## config.mk

```make
export PLATFORM = sky130hd
export DESIGN_NAME = wmf_rank_cell
export DESIGN_NICKNAME = d
export VERILOG_FILES = /design/src/hdl/wmf_pkg.sv /design/src/hdl/wmf_rank_cell.sv
export SDC_FILE = /design/constraint.sdc
export NUM_CORES = 1
export LEC_CHECK = 0
export ABC_AREA = 0
export ABC_CLOCK_PERIOD_IN_PS = 4700
export BUFFER_PORTS_ARGS = -buffer_cell sky130_fd_sc_hd__buf_4
export CORE_ASPECT_RATIO = 1.75
export CORE_MARGIN = 2
export CORE_UTILIZATION = 38
export DETAILED_ROUTE_END_ITERATION = 7
export PLACE_DENSITY = 0.63
export SLEW_MARGIN = 15
export SYNTH_ARGS = -nofsm -noshare
export SYNTH_HDL_FRONTEND = slang
export SYNTH_SLANG_ARGS = --single-unit
```

## constraint.sdc

```tcl
create_clock -name clk -period 4.7 [get_ports clk]
set_input_delay 0.235 -clock clk [delete_from_list [all_inputs] [get_ports clk]]
set_output_delay 0.235 -clock clk [all_outputs]
set_load 0.02 [all_outputs]
```

## src/hdl/wmf_pkg.sv

```systemverilog
package wmf_pkg;
  localparam int PIX_W = 8;
  localparam int HW_W = 2;
  localparam int DIM_W = 11;
  localparam int CFG_IDX_W = 2;

  typedef enum logic [CFG_IDX_W-1:0] {
    CFG_HALF_WINDOW  = 2'd0,
    CFG_IMAGE_WIDTH  = 2'd1,
    CFG_IMAGE_HEIGHT = 2'd2
  } cfg_idx_t;

  localparam logic CMD_PIXEL = 1'b0;
  localparam logic CMD_DRAIN = 1'b1;

  // Border copy request handed to the result register
  typedef struct packed {
    logic             vld;
    logic             border;
    logic             last;
    logic [PIX_W-1:0] copy;
  } rank_ctl_t;
endpackage

```

## src/hdl/wmf_rank_cell.sv

```systemverilog
// One rank cell: compares one window element against the candidates streaming
// past and accumulates less-than and less-or-equal counts for its element.
module wmf_rank_cell #(
  parameter int CNT_W = 6
) (
  input  logic                    clk,
  input  logic                    load,
  input  logic [wmf_pkg::PIX_W-1:0] load_val,
  input  logic                    cmp_en,
  input  logic [wmf_pkg::PIX_W-1:0] cmp_val,
  output logic [wmf_pkg::PIX_W-1:0] val,
  output logic [CNT_W-1:0]        lt,
  output logic [CNT_W-1:0]        le
);
  import wmf_pkg::*;
  logic [PIX_W-1:0] val_r;
  logic [CNT_W-1:0] lt_r, le_r;

  // Load element, then count over the compare sweep
  always_ff @(posedge clk) begin
    if (load) begin
      val_r <= load_val;
      lt_r  <= '0;
      le_r  <= '0;
    end else if (cmp_en) begin
      lt_r <= lt_r + CNT_W'(cmp_val < val_r);
      le_r <= le_r + CNT_W'(cmp_val <= val_r);
    end
  end
  assign val = val_r;
  assign lt = lt_r;
  assign le = le_r;
endmodule

```

* Word level (Yosys, flattened, before mapping)
Cells that the tools add are included.
Cells by class: add/sub/neg operators 2, order comparisons 2
Operator list (count):
- $add A6 B1 Y6 | 2
- $le A8 B8 Y1 | 1
- $lt A8 B8 Y1 | 1
Word-level totals: bits in registers 20, input port bits 19, output and inout bits 20, word-level logic and storage cells 7

* Depth between registers and ports, before layout
Gate-level depths: netlist of run 1.
word-level depth 2, depth in mapped cells 11, mapped depth without buffers 11

* Worst setup path after synthesis of run 1
Ideal clock, no wire load.
path type register -> register, start reg val_r[1] (netlist: val[1]), end reg le_r[5] (netlist: le[5]), setup time 0.070 ns, data arrival time 2.059 ns, data required time 4.630 ns, path slack 2.571 ns, stages on the path, launching flop included 11, buffers on the path 0, period minus slack after synthesis 2.129 ns, cells stage by stage edfxtp_1 -> inv_1 -> ha_1 -> nor2b_1 -> o211ai_1 -> a21oi_1 -> o21ai_1 -> ha_1 -> nand4_4 -> or3_1 -> a21oi_1
Between the ends: word-level cells in the longest chain between the ends 2
Ends and longest elaborated chain:
- from (decl) | line wmf_rank_cell.sv:16 | logic [PIX_W-1:0] val_r;
- from (signal assigned) | line wmf_rank_cell.sv:22 | val_r <= load_val;
- $le A8 B8 Y1 | line wmf_rank_cell.sv:27 | le_r <= le_r + CNT_W'(cmp_val <= val_r);
- $add A6 B1 Y6 | line wmf_rank_cell.sv:27
- to (signal assigned) | line wmf_rank_cell.sv:27
- to (decl) | line wmf_rank_cell.sv:17 | logic [CNT_W-1:0] lt_r, le_r;
No other way between the ends. A chain may end at the register's enable or synchronous reset.

* Worst setup path in the final report of run 1
Ends and elaborated chain as after synthesis.

==> results.md, run 1 <==
* Vias at ~760
* Launching element type of the critical path: flop
* Vias in the first global route at 800
* Post-synthesis sequential area ratio at between 40% and 50%
* CP endpoint kind: flop
* Die area at around 3100 sq um
* Total Nets Final at 161
* Peak supply drop at 214 uV
* PwrDens at approximately 290 nW/um^2
* Total track usage at about 15%
* Synth Register Bits at 20
* MaxCap Viol Count at 0
* CTS Root Cell: clkbuf_8
* Post_cts resized at 0
* Crit-path slowest cell: edfxtp_1
* RSZ-0062 raised after global routing: false
* CP Data Arrival Time at 2370 ps
* CTS tree: built
* Drt wl/cell at 12.8 microns
* Yosys warnings at 0
* CTS HTree Levels at 1
* Pin count of the biggest net entering global routing at 21
* Starting Density at 39.9%
* DR iter-0 viols at 14
* Hold WC Path Type: in2reg
* Final Hold Fails at 0
* Core box area at approximately 2500 sq um
* Initial antenna violation count at 0
* Max Fanout on Critical Path at 3
* Top routing layer in use: met4
* CTS clk-pin slew, worst paths at 70 ps
* Latest clock arrival within the worst-skew pair at 250 ps
* CP delay by family, top: simple AND/OR/NAND/NOR gates
* Setup TNS at 0 ps
* Setup Skew at 1.75 ps
* Tcrit/Tclk final at a little under half
* Layout area overhead at 34.6%
* Die W at 42.7 microns
* CTS Hold Buffers Added at 0
* First-pass GRT wire length at 3530 microns
* Antenna-violating nets left at 0
* TritonCTS buffer count at 3
* Routed WL at 1980 microns
* Sink Count at 20
* Via density at slightly below 5
* Status: complete, no violations
* Final-report max-slew violation count at 0
* Post-DP HPWL at 1610 microns
* Worst EP required at about 5000 ps
* DR DRC count at 0
* Syn Area/Cell at between 10 and 15 sq um
* Worst rel slew slack at 79.2%
* Tightest Pin Transition at 311 ps
* Total placed cells including tap cells at roughly 150
* Post-CTS setup buffers at 0
* Post-Syn Nets at 120
* Port Buf Inserts at 38
* Critical path type: reg2reg
* Fin cells at 154
* Final setup vio count at 0
* Grt ovf at 0
* Min Tclk post-route at about 2200 ps
* Antenna cells at 0
* Largest stage delay on the critical path at 390 ps
* Crit-path cells: inv_1, ha_1, nor2b_1, o211ai_1, a21oi_1, o21ai_1, ha_1, nand4_4, or3_1, a21oi_1
* Synth Cell Area at 995 sq um
* Final Wtd Congestion at 0.782
* CP bufs+invs at 1
* Die height at between 70 and 80 microns
* Met2 routed WL at 1070 microns
* Layout cell share with drive strength beyond 1 at 35.2%
* Number of unique standard cell types used by synthesis at 20
* Num ports at 39
* Core Util, Final at 53.7%
* Wl on met1 at 743 microns
* Highest clock rate at 0.458 GHz
* Met3 routed WL at 129 microns
* Detailed Routing Iterations Pass 1 at 4
* Clk buf depth at 2
* # rows at 24
* Syn Inst Count at 89
* Leakage power total at 0.632 nW
final timing paths:
path                    start     end  slack (ps)  cells past startpoint
setup / recovery       val[1]   le[5]        2520                     10
hold / removal    load_val[4]  val[4]         150                      1
setup reg to reg       val[1]   le[5]        2520                     10
hold reg to reg         le[5]   le[5]         500                      2
per-layer routing:
metal,up-vias,track usage [%]
li1,390,-
met1,340,17.5
met2,29,26.8
met3,4,1.51
met4,0,7.29
met5,-,0
sequential cells by signal, summed over array words and instances, names as in the netlist:
register / cells
le: 6
lt: 6
val: 8
final cells by class:
class,count,area (sq um)
Fill cell,233,1150
Sequential cell,20,480
Multi-Input combinational cell,59,469
Timing Repair Buffer,38,285
Clock buffer,3,41.3
Tap cell,26,32.5
Inverter,8,30.0
per-stage QoR:
step | cell area [sq um] | total power [mW] | setup slack, ps | hold slack, ps
3_3_place_gp | 1300 | 0.277 | 2580 | 413
4_1_cts | 1340 | 0.389 | 2480 | 148
5_1_grt | 1340 | 0.405 | 2330 | 147
3_5_place_dp | 1300 | 0.279 | 2500 | 414
2_1_floorplan | 995 | 0.244 | 2570 | 304
6_report | 1340 | 0.383 | 2520 | 154
power by group:
group          total [mW]  internal [mW]  switching (mW)
Sequential          0.198          0.191         0.00689
Clock               0.109         0.0570          0.0517
Combinational      0.0765         0.0369          0.0396
Total               0.383          0.285          0.0981
logic make-up (layout without fill, tap and decap cells):
family	after synthesis	after routing	synth area share, %
AOI/OAI and AO/OA	11	11	5.79
buffers and inverters	10	49	4.53
DFF	20	20	48.3
adders and majority gates	12	12	15.1
xor gates and xnor gates	6	6	5.28
muxes	4	4	4.03
and+or+nand+nor	26	26	17.0
cell usage after synthesis:
cell type | number | area [sq um]
nand4_1 | 4 | 25.0
or2_2 | 1 | 6.26
o21ai_0 | 3 | 15.0
buf_6 | 1 | 11.3
or3_1 | 2 | 12.5
nand2_8 | 1 | 20.0
inv_1 | 8 | 30.0
dfxtp_1 | 12 | 240
nand4_4 | 2 | 42.5
o211ai_1 | 1 | 7.51
edfxtp_1 | 8 | 240
nor2b_1 | 1 | 6.26
o21ai_1 | 1 | 5.00
mux2i_1 | 4 | 40.0
clkbuf_1 | 1 | 3.75
nor2_1 | 11 | 41.3
ha_1 | 12 | 150
a21oi_1 | 6 | 30.0
nand2_1 | 4 | 15.0
xor2_1 | 6 | 52.6
cell usage in the layout, fill, tap and decap left out, types with 2 or more instances in the layout:
cell	instances
ha_1	12
inv_1	8
dfxtp_1	12
clkbuf_8	3
xor2_1	6
edfxtp_1	8
buf_4	38
nand4_1	4
a21oi_1	6
o21ai_0	3
or3_1	2
nor2_1	11
nand4_4	2
nand2_1	4
mux2i_1	4
Power figures use the tool's default switching activity.
==> run 2, diff against run 1 <==
ABC_CLOCK_PERIOD_IN_PS = 2000   (was 4700)
PLACE_DENSITY = 0.65   (was 0.63)
clock period = 2 ns   (was 4.7 ns; I/O delays follow)
==> run 2 against run 1 <==
The flow now finishes with violations (setup timing). Wire length up 4.0%. Maximum frequency up 3.4%. Sequential share of layout area down 2.1 points. Largest cell class is now multi-input combinational cells. Largest power group unchanged.
==> results.md, run 2 (synthesized netlist as in run 1, its figures left out) <==
* Worst r2r src: val[1]
* # rows at 24 (unchanged)
* Reg2Reg Capture Point: le[5]
* Die height at 71.7 microns (unchanged)
* Starting Density at 39.9% (unchanged)
* Core box area at 2490 sq um (unchanged)
* Vias at 796 (+4.3%)
* Most common cell after layout, fill and taps aside: buf_4
* First-pass GRT wire length at 3060 microns (-13%)
* R2r setup slk at -110 ps (-2630 ps)
* Filler cell count at 211 (-9.4%)
* Max Fanout on Critical Path at 3 (unchanged)
* MaxCap Viol Count at 0 (unchanged)
* Detailed Routing Iterations Pass 1 at 4 (unchanged)
* FF/Latch Area at 480 sq um (unchanged)
* R2R cell count at 10 (unchanged)
* Footprint of the multi-input gates at 517 sq um (+10%)
* Setup WS post-layout at -113 ps (-2630 ps)
* Die area at 3060 sq um (unchanged)
* Drt wl/cell at 12.9 microns (+0.77%)
* Setup TNS at -345 ps (-345 ps)
* Final Wtd Congestion at 0.741 (-5.2%)
* CTS clk-pin slew, worst paths at 70 ps (about the same)
* Flip-flop count of the largest register after layout at 8 (unchanged)
* Peak supply drop at 387 uV (+81%)
* Layout cell share with drive strength beyond 1 at 41.4% (+6.2 points)
* CTS HTree Levels at 1 (unchanged)
* Violated checks: setup timing
* Min Hold Slack at 18.3 ps (-136 ps)
* Final Hold Fails at 0 (unchanged)
* CP endpoint kind: flop
* PwrDens at 655 nW/um^2 (+130%)
* Grt ovf at 0 (unchanged)
* End of the worst hold path: val[6]
* Most frequent cells in the layout: 41 x buf_4, 12 x dfxtp_1, 11 x nor2_1
* TritonCTS buffer count at 3 (unchanged)
* CP bufs+invs at 1 (unchanged)
* DR DRC count at 0 (unchanged)
* Die W at 42.7 microns (unchanged)
* Clk buf depth at 2 (unchanged)
* CTS Hold Buffers Added at 0 (unchanged)
* Setup Skew at 7.33 ps (+5.58 ps)
* Crit-path slowest cell: edfxtp_1
* Hold depth at 1 (unchanged)
* Final-report max-slew violation count at 0 (unchanged)
* Fin cells at 159 (+3.2%)
* Hold path startpoint: load_val[6]
* Min Tclk post-route at 2110 ps (-71.9 ps)
* Total track usage at 13.1% (-2.0 points)
* Crit-path cells: inv_1, ha_1, nor2b_1, o211ai_1, a21oi_2, o21ai_2, ha_4, nand4_4, or3_1, a21oi_1
* Port Buf Inserts at 38 (unchanged)
* Vias in the first global route at 704 (-12%)
* Launching element type of the critical path: flop
* Worst EP required at 2180 ps (-2710 ps)
* DR iter-0 viols at 8 (-6)
* Tightest Pin Transition at 285 ps (-26.5 ps)
* Highest clock rate at 0.473 GHz (+3.4%)
* RSZ-0062 raised after global routing: true
* Pin count of the biggest net entering global routing at 21 (unchanged)
* CP Data Arrival Time at 2300 ps (-70 ps)
* Total placed cells including tap cells at 152 (+0.66%)
* CTS tree: built
* Critical path type: reg2reg
* Sink Count at 20 (unchanged)
* Via density at 5.01 (+1.0%)
* Total Nets Final at 165 (+2.5%)
* Antenna cells at 0 (unchanged)
* Initial antenna violation count at 0 (unchanged)
* Power Total at 0.933 mW (+140%)
* Antenna-violating nets left at 0 (unchanged)
* Routed WL at 2060 microns (+4.0%)
* Largest stage delay on the critical path at 400 ps (about the same)
* CP delay by family, top: compound AO/OA/AOI/OAI gates
* Status: finished with violations
* Leakage power total at 0.652 nW (+3.1%)
* Post-DP HPWL at 1580 microns (-1.7%)
* Final setup vio count at 5 (+5)
* Num ports at 39 (unchanged)
* Worst rel slew slack at 81.0% (+1.8 points)
* Tcrit/Tclk final at 106% (+59 points)
* Latest clock arrival within the worst-skew pair at 250 ps (about the same)
* Layout area overhead at 43.1%
* CTS Root Cell: clkbuf_8
* Hold WC Path Type: in2reg
[run 2: changes by cell type in the layout (fill, tap and decap cells not counted), sizes merged]
| cell | change |
|---|---|
| buf | +4 |
| clkbuf | +1 |
[run 2: how the worst max path moves through the flow]
stage          slack (ps)  cells after the start   start  endpoint
2_1_floorplan         -80                     10  val[1]     le[5]
3_3_place_gp          -50                     10  val[1]     le[5]
5_1_grt              -230                     10  val[1]     le[5]
3_5_place_dp         -110                     10  val[1]     le[5]
4_1_cts              -100                     10  val[1]     le[5]
6_report             -110                     10  val[1]     le[5]
[run 2: per-stage QoR]
step	util, %	area, sq um	setup WS, ps
2_1_floorplan	-	1010	-83.6
3_3_place_gp	53.1	1320	-47.8
3_5_place_dp	53.1	1320	-108
4_1_cts	55.2	1380	-103
5_1_grt	57.1	1420	-230
6_report	57.1	1420	-113
[run 2: power breakdown]
part	leakage [nW]	switching (mW)	internal, mW
sequential	0.175	0.0201	0.448
clock	0.0228	0.123	0.141
combinational	0.454	0.102	0.0996
[run 2: layout make-up]
class,count,area share [%]
multi-input cells,59,36.3
well taps,26,2.28
repair buffers,42,22.4
inverters,8,2.11
clock buffers,4,3.16
flip-flops and latches,20,33.7
[run 2: what timing repair did]
| action | CTS | global route |
|---|---|---|
| resized for setup | 0 | 7 |
| endpoints found under the hold margin | 0 | 0 |
| setup endpoints to repair | 7 | 9 |
| pin swaps | 3 | 7 |
| setup buffers | 1 | 2 |
[run 2: layer usage]
layer	wire length, microns	track usage, %	vias up
met5	0	0	-
met4	21	6.25	0
met3	125	2.02	2
met2	1090	22.9	26
met1	817	15.1	369
li1	-	-	399
==> run 3, diff against run 2 <==
CORE_UTILIZATION = 37   (was 38)
PLACE_DENSITY = 0.64   (was 0.65)
==> run 3 against run 2 <==
Wire length grew 3.4%. Critical path type unchanged. Largest cell class unchanged. The run still ends with setup timing left. Largest power group unchanged. Clock-buffer cell count is the same. Maximum frequency grew 0.98%.
==> results.md, run 3 (synthesized netlist as in run 1, its figures left out) <==
* Status: finished with violations
* Violated checks: setup timing
* PwrDens at 659 nW/um^2 (+0.52%)
* Most common cell after layout, fill and taps aside: buf_4
* CTS HTree Levels at 1 (unchanged)
* Die area at 3140 sq um (+2.5%)
* Max Fanout on Critical Path at 3 (unchanged)
* Num ports at 39 (unchanged)
* Via density at 5.06 (+1.1%)
* TritonCTS buffer count at 3 (unchanged)
* Final-report max-slew violation count at 0 (unchanged)
* R2r setup slk at -90 ps (+20 ps)
* Port Buf Inserts at 38 (unchanged)
* Hold path startpoint: load_val[3]
* R2R cell count at 10 (unchanged)
* Routed WL at 2130 microns (+3.4%)
* Final setup vio count at 5 (unchanged)
* Leakage power total at 0.659 nW (+1.1%)
* Initial antenna violation count at 0 (unchanged)
* DR DRC count at 0 (unchanged)
* Highest clock rate at 0.478 GHz (+0.98%)
* First-pass GRT wire length at 3420 microns (+12%)
* Final Wtd Congestion at 0.740 (-0.26%)
* Clk buf depth at 2 (unchanged)
* Tightest Pin Transition at 288 ps (+3.53 ps)
* Layout area overhead at 48.6%
* Most frequent cells in the layout: 40 x buf_4, 12 x dfxtp_1, 11 x nor2_1
* Tcrit/Tclk final at 105% (-1.0 points)
* Grt ovf at 0 (unchanged)
* DR iter-0 viols at 19 (+11)
* RSZ-0062 raised after global routing: true
* Peak supply drop at 522 uV (+35%)
* CTS clk-pin slew, worst paths at 70 ps (about the same)
* Setup WS post-layout at -92.5 ps (+20.4 ps)
* Total track usage at 14.5% (+1.4 points)
* Layout cell share with drive strength beyond 1 at 47.7% (+6.4 points)
* Launching element type of the critical path: flop
* Pin count of the biggest net entering global routing at 21 (unchanged)
* Vias at 800 (+0.50%)
* Min Hold Slack at 23.2 ps (+4.92 ps)
* Setup Skew at 1.25 ps (-6.08 ps)
* Latest clock arrival within the worst-skew pair at 250 ps (about the same)
* Die height at 72.6 microns (+1.3%)
* Hold WC Path Type: in2reg
* Worst EP required at 2190 ps (about the same)
* Flip-flop count of the largest register after layout at 8 (unchanged)
* MaxCap Viol Count at 0 (unchanged)
* Starting Density at 39.4% (-0.48 points)
* Detailed Routing Iterations Pass 1 at 4 (unchanged)
* Power Total at 0.974 mW (+4.3%)
* Post-DP HPWL at 1630 microns (+2.8%)
* Worst r2r src: val[1]
* CP Data Arrival Time at 2280 ps (-20 ps)
* End of the worst hold path: val[3]
* Vias in the first global route at 793 (+13%)
* CTS tree: built
* Critical path type: reg2reg
* # rows at 24 (unchanged)
* Sink Count at 20 (unchanged)
* Reg2Reg Capture Point: le[5]
* Antenna-violating nets left at 0 (unchanged)
* Die W at 43.2 microns (+1.2%)
* Min Tclk post-route at 2090 ps (-20.4 ps)
* Final Hold Fails at 0 (unchanged)
* CP endpoint kind: flop
* Worst rel slew slack at 80.8% (-0.24 points)
* Hold depth at 1 (unchanged)
* Core box area at 2520 sq um (+1.2%)
* Total Nets Final at 164 (-0.61%)
* CTS Root Cell: clkbuf_8
* Drt wl/cell at 13.5 microns (+4.1%)
* Core Util, Final at 58.6% (+1.5 points)
* Antenna cells at 0 (unchanged)
-- run 3: changes by cell type in the layout (fill, tap and decap cells not counted), sizes merged --
cell,delta
buf,-1
-- run 3: per-layer routing --
layer / vias up / GRT usage (%) / routed length [microns]
met1: 371 / 16.0 / 776
met4: 0 / 7.07 / 26
met3: 2 / 1.98 / 142
met5: - / 0 / 0
li1: 398 / - / -
met2: 29 / 26.2 / 1180
-- run 3: power by group --
| part | leakage, nW | internal [mW] | switching [mW] |
|---|---|---|---|
| Combinational | 0.455 | 0.105 | 0.105 |
| Clock | 0.0288 | 0.175 | 0.120 |
| Sequential | 0.175 | 0.448 | 0.0206 |
-- run 3: final cells by class --
class                      count  area [sq um]
clock buffer                   4          55.1
fill                         238          1040
inverter                       8          30.0
multi-input combinational     59           568
sequential                    20           480
tap                           26          32.5
timing repair buffer          41           312
-- run 3: worst max-delay path by stage --
stage / from / end / cells past startpoint
2_1_floorplan: val[1] / le[5] / 10
3_3_place_gp: val[1] / le[4] / 11
3_5_place_dp: val[1] / le[5] / 10
4_1_cts: val[1] / le[5] / 10
5_1_grt: val[1] / le[5] / 10
6_report: val[1] / le[5] / 10
-- run 3: worst max-delay path, cell delays in order (launching register included) --
cell      delay, ps
edfxtp_1        400
inv_2            80
ha_4            190
nor2b_4         120
o211ai_1        210
a21oi_2         100
o21ai_2         190
ha_4            180
nand4_4         110
or3_4           340
a21oi_2         110
-- run 3: per-stage QoR --
stage	cells	setup slack, ps	TNS (ps)	area (sq um)
2_1_floorplan	89	-83.6	-221	1010
3_3_place_gp	152	-44.6	-85.4	1320
3_5_place_dp	152	-101	-292	1320
4_1_cts	157	-66.8	-127	1440
5_1_grt	158	-238	-1470	1480
6_report	158	-92.5	-207	1480
-- run 3: what timing repair did --
action / in CTS / in global routing
hold buffers: 0 / 0
gates resized for setup: 10 / 6
endpoints found under the setup margin: 7 / 10
pin swaps: 5 / 7
setup buffers: 1 / 1
